==> src/kra_mul.sv <==
// Shared 32x32 multiplier with a registered product.
// No dependencies.
module kra_mul (
    input  logic        aclk,
    input  logic [31:0] a,
    input  logic [31:0] b,
    output logic [63:0] p
);
    logic [63:0] p_reg;

    always_ff @(posedge aclk) begin
        p_reg <= a * b;
    end

    assign p = p_reg;

endmodule

==> config.mk <==
export PLATFORM = sky130hd
export DESIGN_NAME = kra_mul
export DESIGN_NICKNAME = d
export VERILOG_FILES = /design/src/kra_mul.sv
export SDC_FILE = /design/constraint.sdc
export NUM_CORES = 2
export LEC_CHECK = 0
export BUFFER_PORTS_ARGS = -buffer_cell sky130_fd_sc_hd__buf_2
export CORE_UTILIZATION = 45
export CTS_BUF_LIST = sky130_fd_sc_hd__clkbuf_16
export CTS_CLUSTER_DIAMETER = 50
export DETAILED_ROUTE_END_ITERATION = 16
export GPL_TIMING_DRIVEN = 0
export PLACE_DENSITY = 0.69
export SLEW_MARGIN = 10
export SYNTH_ARGS = -nofsm -noshare
export SYNTH_HDL_FRONTEND = slang
export SYNTH_SLANG_ARGS = --single-unit
==> constraint.sdc <==
create_clock -name aclk -period 17.3 [get_ports aclk]
set_clock_uncertainty 0.05 [all_clocks]
set_input_delay 1.73 -clock aclk [delete_from_list [all_inputs] [get_ports aclk]]
set_output_delay 1.73 -clock aclk [all_outputs]
set_load 0.02 [all_outputs]
# Word-level counts from Yosys, hierarchy flattened
# Cells that the tools add are included.
# Widths: inputs -> output; s select.
[classes] mul=1
[ops] cell="$mul 32x32->64" count=1
[word_totals] output_inout_bits=64 reg_bits=64 elab_cells=2

# Logic depth before layout (Yosys ltp)
[logic_depth] word_depth=1 mapped_depth=29

# Worst setup path before layout
# No wires, ideal clock.
[synth_timing] path_kind="input-to-reg" start="input port a[25]" end="register p_reg[62], in the netlist p[62]" setup_ps=72 slack_ps=8767 path_stages=25 t_required_ps=17178 arrival_ps=8411 path_cell_list="clkbuf_1 -> nand2_1 -> fa_1 -> inv_1 -> fa_1 -> inv_1 -> fa_1 -> inv_1 -> fa_1 -> fa_1 -> fa_1 -> fa_1 -> inv_1 -> fa_1 -> inv_1 -> ha_1 -> buf_2 -> nand4_1 -> or4_1 -> or3_1 -> a31oi_1 -> a31o_2 -> a211oi_1 -> o21ai_1 -> xor2_1"
[synth_between] elab_chain_cells=1
[synth_lines] element="from (decl)" line_no="5" text="input logic [31:0] a,"
[synth_lines] element="$mul 32x32->64" line_no="12" text="p_reg <= a * b;"
[synth_lines] element="to (signal assigned)" line_no="12"
[synth_lines] element="to (decl)" line_no="9" text="logic [63:0] p_reg;"
# No other way between the ends.

# Final worst setup path
[layout_timing] start="input port a[23]" end="register p_reg[62], in the netlist p[62]"
# The elaborated chain is that of the path after synthesis.

==> out/qor.yml <==
yosys:
  synth_cell_types: 57
  ys.flop_type: "dfxtp_1"
  synthTopCellsByArea: "fa_1 (52%), and2_1 (11%), ha_1 (9.5%)"
  ys_seq_area_share_pct: 3.69
  synth_fa_ha_area_share_pct: 61.2
  synth_commonest_cells: "fa_1 (896), inv_1 (865), and2_1 (602), nand2_1 (480), ha_1 (263)"
  synth_nets: 4972
  yosysMostFrequentCell: "fa_1"
  synth_area_um2: 34700
  netlist_instances: 3748
  synth_edf_count: 0
  synth_compound_area_share_pct: 4.15
  synth_top_family_by_area: "adder cells"
  synth_top_area_share_pct: 51.7
  yosysTopAreaCell: "fa_1"
  yosys.area_share.simple_pct: 17.6
  synth_seq_cells: 64
  yosysWarnings: 0
  synth_area_per_cell_um2: 9.25
  synth-xor-area-share_pct: 1.52
  synthMuxAreaShare_pct: 0.0289
  synthArstFlopShare_pct: 0
finish:
  sequential_cell_area_um2: 1280
  nets: 5111
  nFillCells: 7333
  syn2layout_area_growth_pct: 6.50
  largest_reg_flops: 64
  final_util_pct: 48.5
  multi_input_area_um2: 29300
  fin_cells: 4927
  layout-drive-gt1-share_pct: 4.24
setup_path:
  cp_data_required_time_ps: 17520
  cp-end-kind: "flip-flop"
  worstPathMaxFanout: 10
  start_kind: "primary input"
  cp_data_arrival_time_ps: 10500
  crit_type: "in -> reg"
floorplan:
  die_w_um: 280
  fp-row-count: 101
  die_area_um2: 78200
  core_um2: 76100
  start_util_pct: 45.6
  die_h_um: 280
  io_pins: 129
routing:
  drc: 0
  wl_per_cell_um: 25.0
  dr_total_vias: 27300
  drt_pass1_iterations: 5
  viasPerCell: 5.54
  drt-total-wl_mm: 123
  ant_nets: 0
  drt_iter0_drc: 2794
timing:
  hold_viol: 0
  relSlewSlack_pct: 15.7
  maxSlewViolCount: 0
  tns_ps: 0
  worstMarginPinSlew_ps: 1260
  period_minus_slack_ps: 10280
  rsz0062_at_grt: "false"
  setup_violations: 0
  whs_ps: 1650
  period_share_pct: 59.4
  fmax_mhz: 97.3
grt:
  grt_pass1_vias: 28300
  antenna_found_initial: 23
  grt_pass1_wl_mm: 180
  grt_overflow: 0
  gr-usage-all-layers_pct: 32.3
  grt_max_degree: 12
cts:
  clock-sinks: 64
  cts-resized-gates: 0
  tritoncts: "done"
  clkTransAtPathRegs_ps: 60
  cts_buffers: 9
  htree_levels: 3
  post_cts_buffers: 0
  hold_buffers: 0
  clock_path_buffers: 2
  root_buffer: "clkbuf_16"
place:
  gp_congestion: 1.07
  dp.cells: 4906
  portBuffers: 128
  post-dp-hpwl_mm: 104
worst_hold_path:
  min_to: "p[0]"
  hold_path_depth: 2
  hold_class: "in -> reg"
  hp-start: "b[0]"
status:
  status: "finished clean"
job:
  max-cap-violations: 0
==> cells by family after synthesis <==
kind of cell	count (synthesis)
multiplexers	1
AO/OA/AOI/OAI	202
buffers and inverters	1085
adder cells (fa/ha/maj)	1159
XOR/XNOR	60
flip-flops	64
AND/OR/NAND/NOR	1177
==> worst max-delay path, stage by stage <==
cell and delay, ps:
buf_2 270, clkbuf_1 940, nand2_1 200, fa_1 550, inv_1 60, fa_1 540, inv_1 60, fa_1 530
inv_1 60, fa_1 520, fa_1 590, fa_1 430, fa_1 490, inv_1 50, fa_1 470, inv_1 40
ha_1 250, buf_2 170, nand4_1 290, or4_1 520, or3_1 430, a31oi_1 480, a31o_2 300, a211oi_1 130
o21ai_1 210, xor2_1 170
==> through the flow <==
stage               cell area, µm²  setup WS [ps]
floorplan                    34700           8770
global placement             36600           7120
detailed placement           36600           7070
CTS                          36900           7450
global route                 36900           6950
finish                       36900           7020
==> cells in the final DEF, fill, tap and decap left out, types with 35 or more instances in the layout <==
master    netlist  routed
ha_1          263     263
xnor2_1        35      35
dfxtp_1        64      64
and2_1        602     602
a21oi_1        63      63
buf_2           6     134
clkbuf_1      213     213
a21o_1         40      40
nand2_1       480     480
fa_1          896     896
inv_1         865     866
==> worst max-delay path by stage <==
| stage | start | end | slack [ps] | depth (start not counted) |
|---|---|---|---|---|
| 3_5_place_dp | a[23] | p[62] | 7070 | 26 |
| 3_3_place_gp | a[15] | p[62] | 7120 | 24 |
| 5_1_grt | a[23] | p[62] | 6950 | 26 |
| 6_report | a[23] | p[62] | 7020 | 26 |
| 2_1_floorplan | a[25] | p[62] | 8770 | 25 |
| 4_1_cts | a[23] | p[62] | 7450 | 26 |
==> area by class of cell <==
cell class | count | share of cell area (%)
inverters | 865 | 8.79
clock buffers | 9 | 0.610
flip-flops and latches | 64 | 3.47
repair buffers | 128 | 1.73
multi-input cells | 2599 | 79.4
diodes | 5 | 0.0339
well taps | 1030 | 3.49
plain buffers | 220 | 2.26
clock inverters | 7 | 0.237
==> layer usage <==
layer	global-route usage [%]	vias to the layer above	wire length, µm
met5	0	-	51
met4	25.7	8	12200
met3	8.84	539	13900
met2	47.4	1754	53000
met1	40.0	13800	44200
li1	-	11100	-
Power is left out: the tool's default activity adds up to more than one toggle a clock period on the data nets, which glitch-free logic cannot reach.
