**config.mk**
```make
export PLATFORM = sky130hd
export DESIGN_NAME = kra_div
export DESIGN_NICKNAME = d
export VERILOG_FILES = /design/src/kra_pkg.sv /design/src/kra_div.sv
export SDC_FILE = /design/constraint.sdc
export NUM_CORES = 1
export LEC_CHECK = 0
export BUFFER_PORTS_ARGS = -buffer_cell sky130_fd_sc_hd__buf_4
export CORE_MARGIN = 3
export CORE_UTILIZATION = 30
export CTS_BUF_LIST = sky130_fd_sc_hd__clkbuf_4 sky130_fd_sc_hd__clkbuf_8 sky130_fd_sc_hd__clkbuf_16
export DETAILED_ROUTE_END_ITERATION = 12
export MAX_ROUTING_LAYER = met4
export PLACE_DENSITY_LB_ADDON = 0.08
export RECOVER_POWER = 50
export SYNTH_ARGS = -nofsm -noshare
export SYNTH_HDL_FRONTEND = slang
export SYNTH_SLANG_ARGS = --single-unit
```
**constraint.sdc**
```tcl
create_clock -name aclk -period 4.1 [get_ports aclk]
set_clock_uncertainty 0.2 [all_clocks]
set_input_delay 0.82 -clock aclk [delete_from_list [all_inputs] [get_ports aclk]]
set_output_delay 0.82 -clock aclk [all_outputs]
set_load 0.02 [all_outputs]
```
**src/kra_pkg.sv**
```systemverilog
// Shared types and constants of the keystroke rate arousal tracker.
// Used by the divider and the top level.
package kra_pkg;

    localparam int TIME_BITS = 48;

    localparam int DIV_W     = 64;
    localparam int DIV_CNT_W = $clog2(DIV_W);

    localparam logic [DIV_W-1:0] RATE_NUM     = 64'd65536000000;
    localparam logic [DIV_W-1:0] MIN_GAP_US   = 64'd50000;
    localparam logic [DIV_W-1:0] VAR_FLOOR    = 64'd65536000000;
    localparam logic [DIV_W-1:0] VAR_SEED_ADD = 64'd65536000;
    localparam logic [DIV_W-1:0] T_LIMIT      = 64'd1048576;
    localparam logic [31:0]      ONE31        = 32'h8000_0000;
    localparam logic [31:0]      AR_MAGIC     = 32'd2199023256;
    localparam logic [3:0]       HORNER_TERMS = 4'd12;

    typedef enum logic [2:0] {
        CFG_RATE_SMOOTHING    = 3'd0,
        CFG_STATS_SMOOTHING   = 3'd1,
        CFG_AROUSAL_THRESHOLD = 3'd2,
        CFG_AROUSAL_CAP       = 3'd3,
        CFG_STREAK_SCALE      = 3'd4,
        CFG_BASE_ALPHA        = 3'd5,
        CFG_MIN_ALPHA         = 3'd6,
        CFG_UNUSED            = 3'd7
    } cfg_index_t;

    typedef struct packed {
        logic             start;
        logic [DIV_W-1:0] num;
        logic [DIV_W-1:0] den;
    } div_req_t;

endpackage

```
**src/kra_div.sv**
```systemverilog
// Restoring divider, one quotient bit per cycle, 64 steps per division.
// Depends on kra_pkg.
module kra_div (
    input  logic                     aclk,
    input  logic                     aresetn,
    input  kra_pkg::div_req_t        req,
    output logic [kra_pkg::DIV_W-1:0] quo,
    output logic                     done
);
    import kra_pkg::*;

    logic [DIV_W:0]     rem_reg, rem_next;
    logic [DIV_W-1:0]   num_reg, num_next;
    logic [DIV_W-1:0]   den_reg;
    logic [DIV_W-1:0]   quo_reg, quo_next;
    logic [DIV_CNT_W-1:0] cnt_reg;
    logic               busy_reg;
    logic               done_reg;
    logic [DIV_W:0]     trial;
    logic               ge;

    always_comb begin
        trial    = {rem_reg[DIV_W-1:0], num_reg[DIV_W-1]};
        ge       = trial >= {1'b0, den_reg};
        rem_next = ge ? trial - {1'b0, den_reg} : trial;
        quo_next = {quo_reg[DIV_W-2:0], ge};
        num_next = {num_reg[DIV_W-2:0], 1'b0};
    end

    always_ff @(posedge aclk) begin
        if (!aresetn) begin
            busy_reg <= 1'b0;
            done_reg <= 1'b0;
        end else if (req.start) begin
            busy_reg <= 1'b1;
            done_reg <= 1'b0;
        end else if (busy_reg) begin
            busy_reg <= cnt_reg != DIV_CNT_W'(DIV_W - 1);
            done_reg <= cnt_reg == DIV_CNT_W'(DIV_W - 1);
        end else begin
            done_reg <= 1'b0;
        end
    end

    always_ff @(posedge aclk) begin
        if (req.start) begin
            rem_reg <= '0;
            num_reg <= req.num;
            den_reg <= req.den;
            quo_reg <= '0;
            cnt_reg <= '0;
        end else if (busy_reg) begin
            rem_reg <= rem_next;
            num_reg <= num_next;
            quo_reg <= quo_next;
            cnt_reg <= cnt_reg + 1'b1;
        end
    end

    assign quo  = quo_reg;
    assign done = done_reg;

endmodule

```
Word-level counts from Yosys, hierarchy flattened:

Index checks and enable logic that the tools add are counted.
Widths: inputs -> output; s select.

* bitwise gates (word level): 2
* reductions and logical operators: 2
* muxes and demuxes: 5
* magnitude comparators: 1
* equal/unequal tests: 2
* add/subtract/negate cells: 2

Operators with widths (count)
* $mux 64: 3
* $ge 65x64->1: 1
* $sub 64x64->64: 1
* $add 6x1->6 const B: 1
* $eq 6x6->1 const B: 1
* $ne 6x6->1 const B: 1
* $reduce_or 3->1: 1
* $mux 1: 2
* $not 1->1: 2
* $reduce_bool 2->1: 1

* input bits: 131
* register bits after elaboration: 264
* output and inout bits: 65
* word-level logic and storage cells: 21

Longest topological paths before layout:

Gate-level depths: netlist of run 1.

* depth after elaboration: 3
* mapped depth: 15
* mapped depth without buffers: 13

Worst setup path after synthesis of run 1:

OpenSTA, ideal clock, no wires.

* kind: in2reg
* from: input port req[128] (netlist bit)
* to: register num_reg[0], enable pin
* slack: 0.833 ns
* stages on the path: 4
* setup time: 0.418 ns
* path buffers: 2
* data required time: 3.482 ns
* arrival time: 2.649 ns
* cell sequence: clkbuf_1 nor2_1 clkbuf_1 inv_1

* word-level cells in the longest chain between the ends: 1

Ends and longest elaborated chain
* start: declaration: RTL line kra_div.sv:6 `input kra_pkg::div_req_t req,`
* $reduce_bool 2->1 (no line)
* end signal: assignment: RTL line kra_div.sv:48 `num_reg <= req.num;`
* end signal: assignment: RTL line kra_div.sv:54 `num_reg <= num_next;`
* end: declaration: RTL line kra_div.sv:13 `logic [DIV_W-1:0] num_reg, num_next;`

Every way passes these cells.
A chain may end at the register's enable or synchronous reset.

Final worst setup path of run 1:

* from: register den_reg[29]
* to: register rem_reg[37]

* word-level cells in the longest chain between the ends: 2
* elaborated cells between the ends (all ways): 3
* classes of those cells: add/sub: 1; order compare: 1; mux: 1

Ends and longest elaborated chain
* start: declaration: RTL line kra_div.sv:14 `logic [DIV_W-1:0] den_reg;`
* start signal: assignment: RTL line kra_div.sv:49 `den_reg <= req.den;`
* $sub 64x64->64 or $ge 65x64->1 (tied branches): RTL line kra_div.sv:25, kra_div.sv:24
* $mux 64 *: RTL line kra_div.sv:25 `rem_next = ge ? trial - {1'b0, den_reg} : trial;`
* end signal: assignment: RTL line kra_div.sv:53 `rem_reg <= rem_next;`
* end: declaration: RTL line kra_div.sv:12 `logic [DIV_W:0] rem_reg, rem_next;`

Mark *: on every way between the ends. The rest lies on a longest branch, timed or not.

==> qor.txt, run 1 <==
Status -> complete, but fails checks
Failing checks -> max-capacitance violations, max-slew violations
P&R area growth vs syn -> 21.5%
Via count of the first global-routing pass -> 11,048
WP data arrival -> 3.89 ns
Port Buffers -> 195
# setup viols final -> 0
Critical-path maximum fanout -> 19
NumNets Final -> 1,783
Rows -> 78
Commonest non-fill, non-tap cell in the layout -> nor2_1
Worst Setup End Kind -> register
Vias per inst -> 4.94
Post-CTS repair timing setup buffer count -> 0
Top Usage Layer GRT -> met2
Number of synthesized flops with an enable pin -> 128
Min Tclk post-route -> 3.78 ns
Total Wirelength -> 38,500 um
Post-Syn Nets -> 1,620
Layout cells sized above 1 -> 20.4%
Clk_lat worst skew -> 0.55 ns
Yosys warns -> 0
Congestion Overflow GR -> 0
GP Congestion -> 0.880
CTS Buffer Depth -> 3
Leak Pwr -> 0.00697 uW
Post-CTS Hold Fix Bufs -> 0
Vias -> 10,954
Iter 0 DRT Violations -> 618
Placeable Area -> 45,900 um2
Met2 usage -> 24.0%
Critical Path Max Stage Delay -> 0.51 ns
Required time worst endpoint -> 4.21 ns
H-tree depth -> 2
Die area -> 49,500 um2
Initial antenna violation count -> 6
Cell Area, Synth -> 14,100 um2
Vert. Die Dim -> 222 um
Reg-to-reg slack, setup -> 0.32 ns
Seq/Total Area, Yosys -> 46.7%
CTS clk-pin slew, worst paths -> 0.06 ns
Fmax -> 0.265 GHz
Synth Flop Type -> dfxtp_1
Rel. slew slack -> -62.0%
WHS -> 0.272 ns
CTS tree -> built
Ports -> 196
Reg2Reg Depth -> 12
ANT nets after route -> 0
CTS sink count -> 264
Worst setup SP type -> register
RR Startpoint -> den_reg[29]
Total track usage -> 15.7%
Cell Pwr Density -> 434 nW/um2
DIE WIDTH -> 222 um
Hold Path Class -> input port to register
Worst Tran Pin Value -> 2.43 ns
VDD IR max -> 0.316 mV
Post-synth cell types -> 73
Worst Setup Slack, final -> 0.321 ns
Met3 Track Usage GR -> 4.69%
Root Buffer -> clkbuf_16
Crit path kind -> register to register
Pins Over Slew Limit -> 108
End of the worst register-to-register path -> rem_reg[37]
Max-Cap Viols -> 1
Initial Util -> 30.6%
Inserted Clock Buffers -> 35
DRC -> 0
Met1 Use GR -> 20.2%
Syn avg cell area -> 9.88 um2
FFs w/ async S/R, synth -> 0%
Post-Synthesis Cells -> 1,423
Hold Path Sink -> den_reg[44]
HP Start -> req[44]
Cts repair resizes -> 0
Hold Path Depth -> 1
Most frequent cells in the layout -> 167 x nor2_1, 156 x nand2_1, 136 x dfxtp_1, 128 x edfxtp_1, 124 x buf_4
Period utilisation layout -> 92.2%
Final hold vios -> 0
#FFs+latches synth -> 264
CP max stage cell -> a211o_2
Largest net degree at the start of global routing -> 109
Critical-path cell list -> inv_1 > ha_1 > nand4_1 > nor2_1 > a32oi_1 > a21oi_2 > o21ai_2 > o41ai_4 > a211o_2 > buf_4 > mux2i_1 > a211oi_1
First-pass GRT wire length -> 61,400 um
RSZ-0062 raised after global routing -> no
Total iterations of the first detailed-routing run -> 5
Post-DP HPWL -> 27,400 um
Worst slack at placement -> 0.293 ns
Wire length per cell -> 17.4 um
Setup TNS -> 0 ns
[cells in the mapped netlist, types with 4 or more instances]
cell type | n | area [um2]
a311oi_1 | 38 | 333
buf_1 | 8 | 30.0
a31oi_1 | 10 | 62.6
ha_1 | 65 | 813
o21bai_1 | 11 | 82.6
inv_1 | 84 | 315
nor3_1 | 12 | 60.1
edfxtp_1 | 128 | 3840
o211ai_1 | 9 | 67.6
xnor2_1 | 37 | 324
buf_6 | 7 | 78.8
nand3_1 | 14 | 70.1
o21ai_0 | 42 | 210
mux2i_1 | 74 | 741
xor2_1 | 22 | 193
a211oi_1 | 14 | 105
nand2b_1 | 10 | 62.6
nor2b_1 | 7 | 43.8
a21o_1 | 22 | 165
buf_2 | 21 | 105
nor2_1 | 167 | 627
nand2_1 | 156 | 586
o21a_1 | 12 | 90.1
a21oi_1 | 83 | 415
o21ai_1 | 14 | 70.1
nand4_1 | 29 | 181
dfxtp_1 | 136 | 2720
a32oi_1 | 5 | 43.8
o31ai_1 | 4 | 30.0
mux2_2 | 64 | 721
clkbuf_1 | 48 | 180
or3_1 | 6 | 37.5
[stage by stage]
stage / util [%] / cell area (um2) / std cells / power [uW]
2_1_floorplan: - / 14100 / 1423 / 4090
3_3_place_gp: 35.0 / 16100 / 2149 / 4500
3_5_place_dp: 35.0 / 16100 / 2149 / 4500
4_1_cts: 37.4 / 17200 / 2210 / 7560
5_1_grt: 37.2 / 17100 / 2216 / 7830
6_report: 37.2 / 17100 / 2216 / 7410
[report_power, final]
part | internal (uW) | leakage (uW) | switching (uW)
clock | 1780 | 0.000556 | 1190
combinational | 569 | 0.00403 | 813
sequential | 2960 | 0.00238 | 84.8
[routing by layer]
metal,routed length [um],part of all wire [%]
met4,932,2.4
met3,2690,7.0
met1,17500,45
met5,0,0
met2,17400,45
[layout make-up]
class / count / area (um2)
Clock buffer: 48 / 1000
Multi-Input combinational cell: 990 / 6780
Tap cell: 600 / 751
Clock inverter: 13 / 113
Inverter: 84 / 315
Sequential cell: 264 / 6570
Timing Repair Buffer: 211 / 1530
Fill cell: 4717 / 28800
Antenna cell: 6 / 15.0
[logic make-up after synthesis]
family                   synth area share (%)
flip-flops                               46.7
AO/OA/AOI/OAI                            15.3
buffers and inverters                    5.10
adder cells (fa/ha/maj)                  5.93
XOR/XNOR                                 3.68
multiplexers                             10.5
AND/OR/NAND/NOR                          12.7
[worst max path at each step]
stage | slack, ns | end | cells after the start | startpoint
6_report | 0.32 | rem_reg[37] | 12 | den_reg[29]
5_1_grt | 0.002 | rem_reg[5] | 12 | den_reg[31]
4_1_cts | 0.26 | rem_reg[20] | 12 | den_reg[29]
3_5_place_dp | 0.29 | rem_reg[20] | 12 | den_reg[29]
3_3_place_gp | 0.28 | rem_reg[20] | 12 | den_reg[29]
2_1_floorplan | 0.83 | num_reg[0] | 4 | req[128]
[critical path, delay by kind of cell, from the launching register on]
| family | cells | cell delay, ns |
|---|---|---|
| AOI/OAI and AO/OA | 6 | 1.43 |
| and+or+nand+nor | 2 | 0.53 |
| adders and majority gates | 1 | 0.43 |
| buffers and inverters | 2 | 0.40 |
| DFF | 1 | 0.33 |
| muxes | 1 | 0.22 |
(Power assumes the default switching activity.)
==> run 2: changes to the inputs <==
Settings changed: ABC_AREA set to 1, RECOVER_POWER 50 to 100.
==> run 2 against run 1 <==
The flow still finishes with violations (max-capacitance violations, max-slew violations). Utilization is 0.71 points lower. Via count is 35% higher. Clock power is 2% higher. Synthesized area is 14% higher. Non-clock buffer count is 3 lower. Register-to-register slack better by 0.31 ns. Worst setup slack better by 0.31 ns. Critical path depth is 5 higher. Global-route usage is 4.5 points higher. Flip-flop and latch count stayed put. Critical endpoint is now rem_reg[57].
==> qor.txt, run 2 <==
CTS sink count -> 264 (unchanged)
FFs w/ async S/R, synth -> 0% (unchanged)
CTS Buffer Depth -> 3 (unchanged)
Max-Cap Viols -> 2 (+1)
WP buf/inv -> 2 (unchanged)
NumNets Final -> 2,731 (+53%)
H-tree depth -> 2 (unchanged)
Critical Path Max Stage Delay -> 0.46 ns (-0.05 ns)
P&R area growth vs syn -> 19.0%
CTS tree -> built
Total Wirelength -> 55,600 um (+44%)
CP Depth -> 17 (+5)
Layout cells sized above 1 -> 8.60% (-12 points)
Initial antenna violation count -> 8 (+2)
Post-CTS repair timing setup buffer count -> 0 (unchanged)
WP data arrival -> 3.75 ns (-0.14 ns)
Most frequent cells in the layout -> 936 x nand2_1, 457 x inv_1, 168 x nand3_1, 136 x dfxtp_1, 128 x edfxtp_1
Vias per inst -> 4.55 (-7.9%)
Top-area cell type share of the netlist area -> 24.1% (-3.3 points)
HP Start -> req[25]
DRC -> 0 (unchanged)
Rel. slew slack -> -3.48% (+59 points)
CP Launch Point -> den_reg[1]
Yosys warns -> 0 (unchanged)
Reg2Reg Depth -> 17 (+5)
First-pass GRT wire length -> 85,300 um (+39%)
Reg-to-reg slack, setup -> 0.64 ns (+0.31 ns)
Worst Setup End Kind -> register
#FFs+latches synth -> 264 (unchanged)
Post-Synthesis Cells -> 2,350 (+65%)
Root Buffer -> clkbuf_16
Pins Over Slew Limit -> 154 (+43%)
Seq/Total Area, Yosys -> 41.1% (-5.6 points)
Wire length per cell -> 17.1 um (-1.5%)
Congestion Overflow GR -> 0 (unchanged)
Vias -> 14,786 (+35%)
End of the worst register-to-register path -> rem_reg[57]
Via count of the first global-routing pass -> 14,527 (+31%)
Cell Pwr Density -> 346 nW/um2 (-20%)
Largest net degree at the start of global routing -> 121 (+11%)
Leak Pwr -> 0.00967 uW (+39%)
# setup viols final -> 0 (unchanged)
VDD IR max -> 0.206 mV (-35%)
Post-route cell area -> 19,000 um2 (+11%)
Die area -> 56,000 um2 (+13%)
Ports -> 196 (unchanged)
Final hold vios -> 0 (unchanged)
Critical-path maximum fanout -> 32 (+13)
Port Buffers -> 195 (unchanged)
Initial Util -> 30.7% (+0.045 points)
Placeable Area -> 52,000 um2 (+13%)
Cell Area, Placed -> 18,100 um2 (+13%)
Inserted Clock Buffers -> 34 (-2.9%)
Post-synth cell types -> 39 (-47%)
Number of synthesized flops with an enable pin -> 128 (unchanged)
Rows -> 83 (+6.4%)
Area contributors post-synth -> edfxtp_1 24%, nand2_1 22%, dfxtp_1 17%
Period utilisation layout -> 84.5% (-7.7 points)
Critical-path cell list -> inv_1 > ha_1 > nand2_1 > nor2_1 > nand3_1 > nand3_1 > nand2_1 > nand2_1 > nand2_1 > nand2_1 > nand2_1 > nand2_1 > buf_12 > nand2_1 > nand2_1 > nand2_1 > nand2_1
Post-DP HPWL -> 43,100 um (+57%)
Synth Flop Type -> dfxtp_1
Hold Path Depth -> 1 (unchanged)
GP Congestion -> 0.975 (+11%)
Clk_lat worst skew -> 0.56 ns (about the same)
Total track usage -> 20.2% (+4.5 points)
Vert. Die Dim -> 237 um (+6.4%)
CP most frequent cell -> nand2_1
Post-CTS Hold Fix Bufs -> 0 (unchanged)
Min Tclk post-route -> 3.46 ns (-0.315 ns)
RR Startpoint -> den_reg[1]
Cell Area, Synth -> 16,000 um2 (+14%)
Seq. cell area -> 6570 um2 (unchanged)
ANT nets after route -> 0 (unchanged)
Inst Count DP -> 3,178 (+48%)
Required time worst endpoint -> 4.39 ns (+0.18 ns)
Status -> complete, but fails checks
Syn avg cell area -> 6.79 um2 (-31%)
CP max stage cell -> ha_1
Hold Path Class -> input port to register
DIE WIDTH -> 237 um (+6.4%)
Non-Filler Instances -> 3,247 (+47%)
RSZ-0062 raised after global routing -> no
Commonest non-fill, non-tap cell in the layout -> nand2_1
Hold Path Sink -> den_reg[25]
Post-synth top cells -> 934 x nand2_1, 458 x inv_1, 167 x nand3_1
Worst setup SP type -> register
Filler instances -> 5,781 (+23%)
Cts repair resizes -> 0 (unchanged)
Setup TNS -> 0 ns (unchanged)
Worst Tran Pin Value -> 1.55 ns (-0.878 ns)
Crit path kind -> register to register
Fmax -> 0.289 GHz (+9.1%)
Failing checks -> max-capacitance violations, max-slew violations
Count leader, synth -> nand2_1
Iter 0 DRT Violations -> 945 (+53%)
Total iterations of the first detailed-routing run -> 7 (+2)
CP delay by family, top -> simple AND/OR/NAND/NOR gates
CTS clk-pin slew, worst paths -> 0.06 ns (about the same)
Yosys top cell by area -> edfxtp_1
Area occupied by multi-input gates -> 7370 um2 (+8.7%)
Post-Syn Nets -> 2,547 (+57%)
==> run 2: cell count changes after synthesis, moves of 21 or more <==
| cell | previous run | this run |
|---|---|---|
| a21o_1 | 22 | 1 |
| a21oi_1 | 83 | 58 |
| a311oi_1 | 38 | 0 |
| inv_1 | 84 | 458 |
| mux2_2 | 64 | 0 |
| mux2i_1 | 74 | 0 |
| nand2_1 | 156 | 934 |
| nand3_1 | 14 | 167 |
| nand3b_1 | 0 | 28 |
| nor2_1 | 167 | 114 |
| o21ai_0 | 42 | 21 |
| o22ai_1 | 3 | 62 |
==> run 2: cell families after synthesis <==
kind of cell               Yosys count  share of synthesized area, %
AOI/OAI and AO/OA                  168                          5.98
xor gates and xnor gates            31                          1.70
adders and majority gates           66                          5.22
buffers and inverters              524                          12.7
DFF                                264                          41.1
and+or+nand+nor                   1297                          33.3
==> run 2: worst max-delay path by stage <==
stage and endpoint:
2_1_floorplan num_reg[0], 3_3_place_gp rem_reg[51], 3_5_place_dp rem_reg[59], 4_1_cts rem_reg[57], 5_1_grt rem_reg[63], 6_report rem_reg[57]
==> run 2: metrics by stage <==
step | hold WS (ns) | setup WS, ns | utilization [%] | total power [uW]
global placement | 0.245 | 0.806 | 34.9 | 3610
floorplan | 0.244 | 0.263 | - | 3340
CTS | 0.204 | 0.818 | 37.0 | 6720
finish | 0.255 | 0.636 | 36.5 | 6580
detailed placement | 0.254 | 0.827 | 34.9 | 3610
global route | 0.228 | 0.257 | 36.5 | 6880
==> run 2: layout make-up <==
type                    instances  area share, %
flip-flops and latches        264           34.6
repair buffers                208           6.94
well taps                     680           4.48
inverters                     464           9.17
diodes                          8          0.105
multi-input cells            1562           38.8
clock buffers                  52           5.58
clock inverters                 9          0.395
==> run 2: where the power goes <==
group	switching (uW)	total (uW)	internal (uW)	leakage, uW
logic	385	598	213	0.00671
clock network	1240	3040	1800	0.000578
registers	34.7	2940	2910	0.00238
==> run 2: worst reg2reg max path: stages (launching register included) <==
cell and delay [ns]:
edfxtp_1 0.37, inv_1 0.05, ha_1 0.46, nand2_1 0.12, nor2_1 0.11, nand3_1 0.09
nand3_1 0.24, nand2_1 0.08, nand2_1 0.23, nand2_1 0.11, nand2_1 0.19, nand2_1 0.11
nand2_1 0.14, buf_12 0.22, nand2_1 0.38, nand2_1 0.17, nand2_1 0.06, nand2_1 0.06
==> run 2: per-layer routing <==
layer | share of wire, % | up-vias | global-route usage, %
met4 | 2.3 | 0 | 5.02
met2 | 44 | 315 | 30.8
met5 | 0 | - | -
met1 | 48 | 6746 | 26.9
met3 | 6.6 | 62 | 5.18
li1 | - | 7663 | -
==> run 3: changes to the inputs <==
Settings changed: ABC_AREA 1 to 0.
Clock period 4.1 ns to 3.3 ns, I/O delays scaled along.
==> run 3 against run 2 <==
The run ends with negative setup slack left. Wire length fell by 26%. Die area fell by 12%. Critical path depth fell by 3. Sequential power rose by 29%. Clock power rose by 37%. Worst setup slack got worse by 0.64 ns. Power rose by 56%. Maximum frequency rose by 4.8%. Flip-flop and latch count did not move. Sequential share of layout area fell by 0.81 points. Register-to-register slack got worse by 0.64 ns. Largest power group unchanged.
==> qor.txt, run 3 (synthesis results as in run 1) <==
Inserted Clock Buffers -> 34 (unchanged)
Max-Cap Viols -> 0 (-2)
CP max stage cell -> edfxtp_1
Status -> complete, but fails checks
ANT nets after route -> 0 (unchanged)
Pins Over Slew Limit -> 0 (-100%)
Fmax -> 0.303 GHz (+4.8%)
DIE WIDTH -> 222 um (-6.0%)
Cell Area, Placed -> 17,000 um2 (-6.4%)
Met3 Track Usage GR -> 4.56% (-0.62 points)
Worst Setup Slack, final -> -0.00434 ns (-0.640 ns)
Leak Pwr -> 0.00802 uW (-17%)
NumNets Final -> 1,921 (-30%)
Total iterations of the first detailed-routing run -> 5 (-2)
Post-DP HPWL -> 28,200 um (-35%)
Crit path kind -> register to register
Worst Setup End Kind -> register
H-tree depth -> 2 (unchanged)
Total Wirelength -> 40,900 um (-26%)
Setup TNS -> -0.00434 ns (-0.00434 ns)
Initial Util -> 30.6% (-0.045 points)
CP delay by family, top -> compound AO/OA/AOI/OAI gates
Post-CTS Hold Fix Bufs -> 0 (unchanged)
Largest net degree at the start of global routing -> 112 (-7.4%)
WHS -> 0.103 ns (-0.152 ns)
Total power -> 10,300 uW (+56%)
Wire length per cell -> 17.3 um (+1.3%)
Rows -> 78 (-6.0%)
Die area -> 49,500 um2 (-12%)
P&R area growth vs syn -> 38.5%
CP most frequent cell -> buf_6
Reg-to-reg slack, setup -> -0.004 ns (-0.64 ns)
Met1 Use GR -> 21.4% (-5.5 points)
RSZ-0062 raised after global routing -> yes
Met2 usage -> 25.6% (-5.2 points)
Critical Path Max Stage Delay -> 0.40 ns (-0.06 ns)
Placeable Area -> 45,900 um2 (-12%)
Vert. Die Dim -> 222 um (-6.0%)
# setup viols final -> 1 (+1)
Filler instances -> 4,531 (-22%)
Via count of the first global-routing pass -> 11,924 (-18%)
Cell Pwr Density -> 528 nW/um2 (+52%)
Worst Tran Pin Value -> 0.967 ns (-0.585 ns)
VDD IR max -> 0.447 mV (+120%)
Vias per inst -> 4.89 (+7.3%)
Post-route cell area -> 19,500 um2 (+2.5%)
Initial antenna violation count -> 5 (-3)
CTS clk-pin slew, worst paths -> 0.06 ns (about the same)
Ports -> 196 (unchanged)
First-pass GRT wire length -> 64,600 um (-24%)
Layout cells sized above 1 -> 35.8% (+27 points)
Top Usage Layer GRT -> met2
CTS tree -> built
Most frequent cells in the layout -> 259 x buf_4, 161 x nor2_1, 135 x dfxtp_1, 128 x nand2_1, 128 x edfxtp_1
Fin util -> 42.4% (+5.9 points)
Commonest non-fill, non-tap cell in the layout -> buf_4
Clk_lat worst skew -> 0.55 ns (about the same)
Port Buffers -> 195 (unchanged)
GP Congestion -> 0.835 (-14%)
DRC -> 0 (unchanged)
Required time worst endpoint -> 3.54 ns (-0.85 ns)
Critical-path maximum fanout -> 5 (-84%)
Critical-path cell list -> inv_2 > ha_4 > nor2b_4 > o31a_1 > o311ai_4 > buf_6 > a21oi_4 > o21ai_4 > o41ai_4 > a211oi_4 > buf_6 > clkbuf_16 > nand2_4 > a311oi_2
Failing checks -> negative setup slack
Worst setup SP type -> register
Iter 0 DRT Violations -> 553 (-41%)
Congestion Overflow GR -> 0 (unchanged)
Rel. slew slack -> 35.5% (+39 points)
Total track usage -> 16.5% (-3.7 points)
Min Tclk post-route -> 3.30 ns (-0.160 ns)
CTS Buffer Depth -> 3 (unchanged)
Hold Path Class -> input port to register
Period utilisation layout -> 100% (+16 points)
CTS sink count -> 264 (unchanged)
Final hold vios -> 0 (unchanged)
WP data arrival -> 3.55 ns (-0.20 ns)
WP buf/inv -> 4 (+2)
Root Buffer -> clkbuf_16
Vias -> 11,515 (-22%)
==> run 3: worst paths after layout <==
kind,startpoint,end,depth (start not counted)
worst max register to register,den_reg[1],rem_reg[28],14
worst max-delay path,den_reg[1],rem_reg[28],14
worst min-delay path,req[11],den_reg[11],1
worst min register to register,cnt_reg[5],cnt_reg[5],2
==> run 3: what timing repair did <==
action / 4_1_cts / 5_1_grt
setup buffers: 3 / 15
endpoints found under the setup margin: 60 / 65
gates resized for setup: 46 / 152
hold endpoints to repair: 0 / 0
cloned: 0 / 5
pin swaps: 22 / 75
==> run 3: cell type report <==
cell class,instances,area [um2],area share (%)
Antenna cell,7,17.5,0.0900
Clock buffer,45,965,4.96
Clock inverter,17,298,1.53
Inverter,84,315,1.62
Multi-Input combinational cell,990,7690,39.5
Sequential cell,264,6570,33.7
Tap cell,600,751,3.86
Timing Repair Buffer,350,2860,14.7
==> run 3: per-layer routing <==
layer | wire length (um) | up-vias
met5 | 0 | -
met4 | 816 | 0
met3 | 2670 | 53
met2 | 18600 | 223
met1 | 18800 | 5517
li1 | - | 5722
==> run 3: power by group <==
group	total [uW]	switching (uW)	internal, uW
Sequential	3800	123	3680
Combinational	2310	1210	1110
Clock	4160	1530	2630
Total	10300	2860	7420
==> run 3: stage by stage <==
step           std cells  worst slack (ns)
6_report            2357          -0.00434
5_1_grt             2355            -0.163
4_1_cts             2333           -0.0338
3_5_place_dp        2269            -0.151
3_3_place_gp        2269           -0.0589
2_1_floorplan       1423             0.193
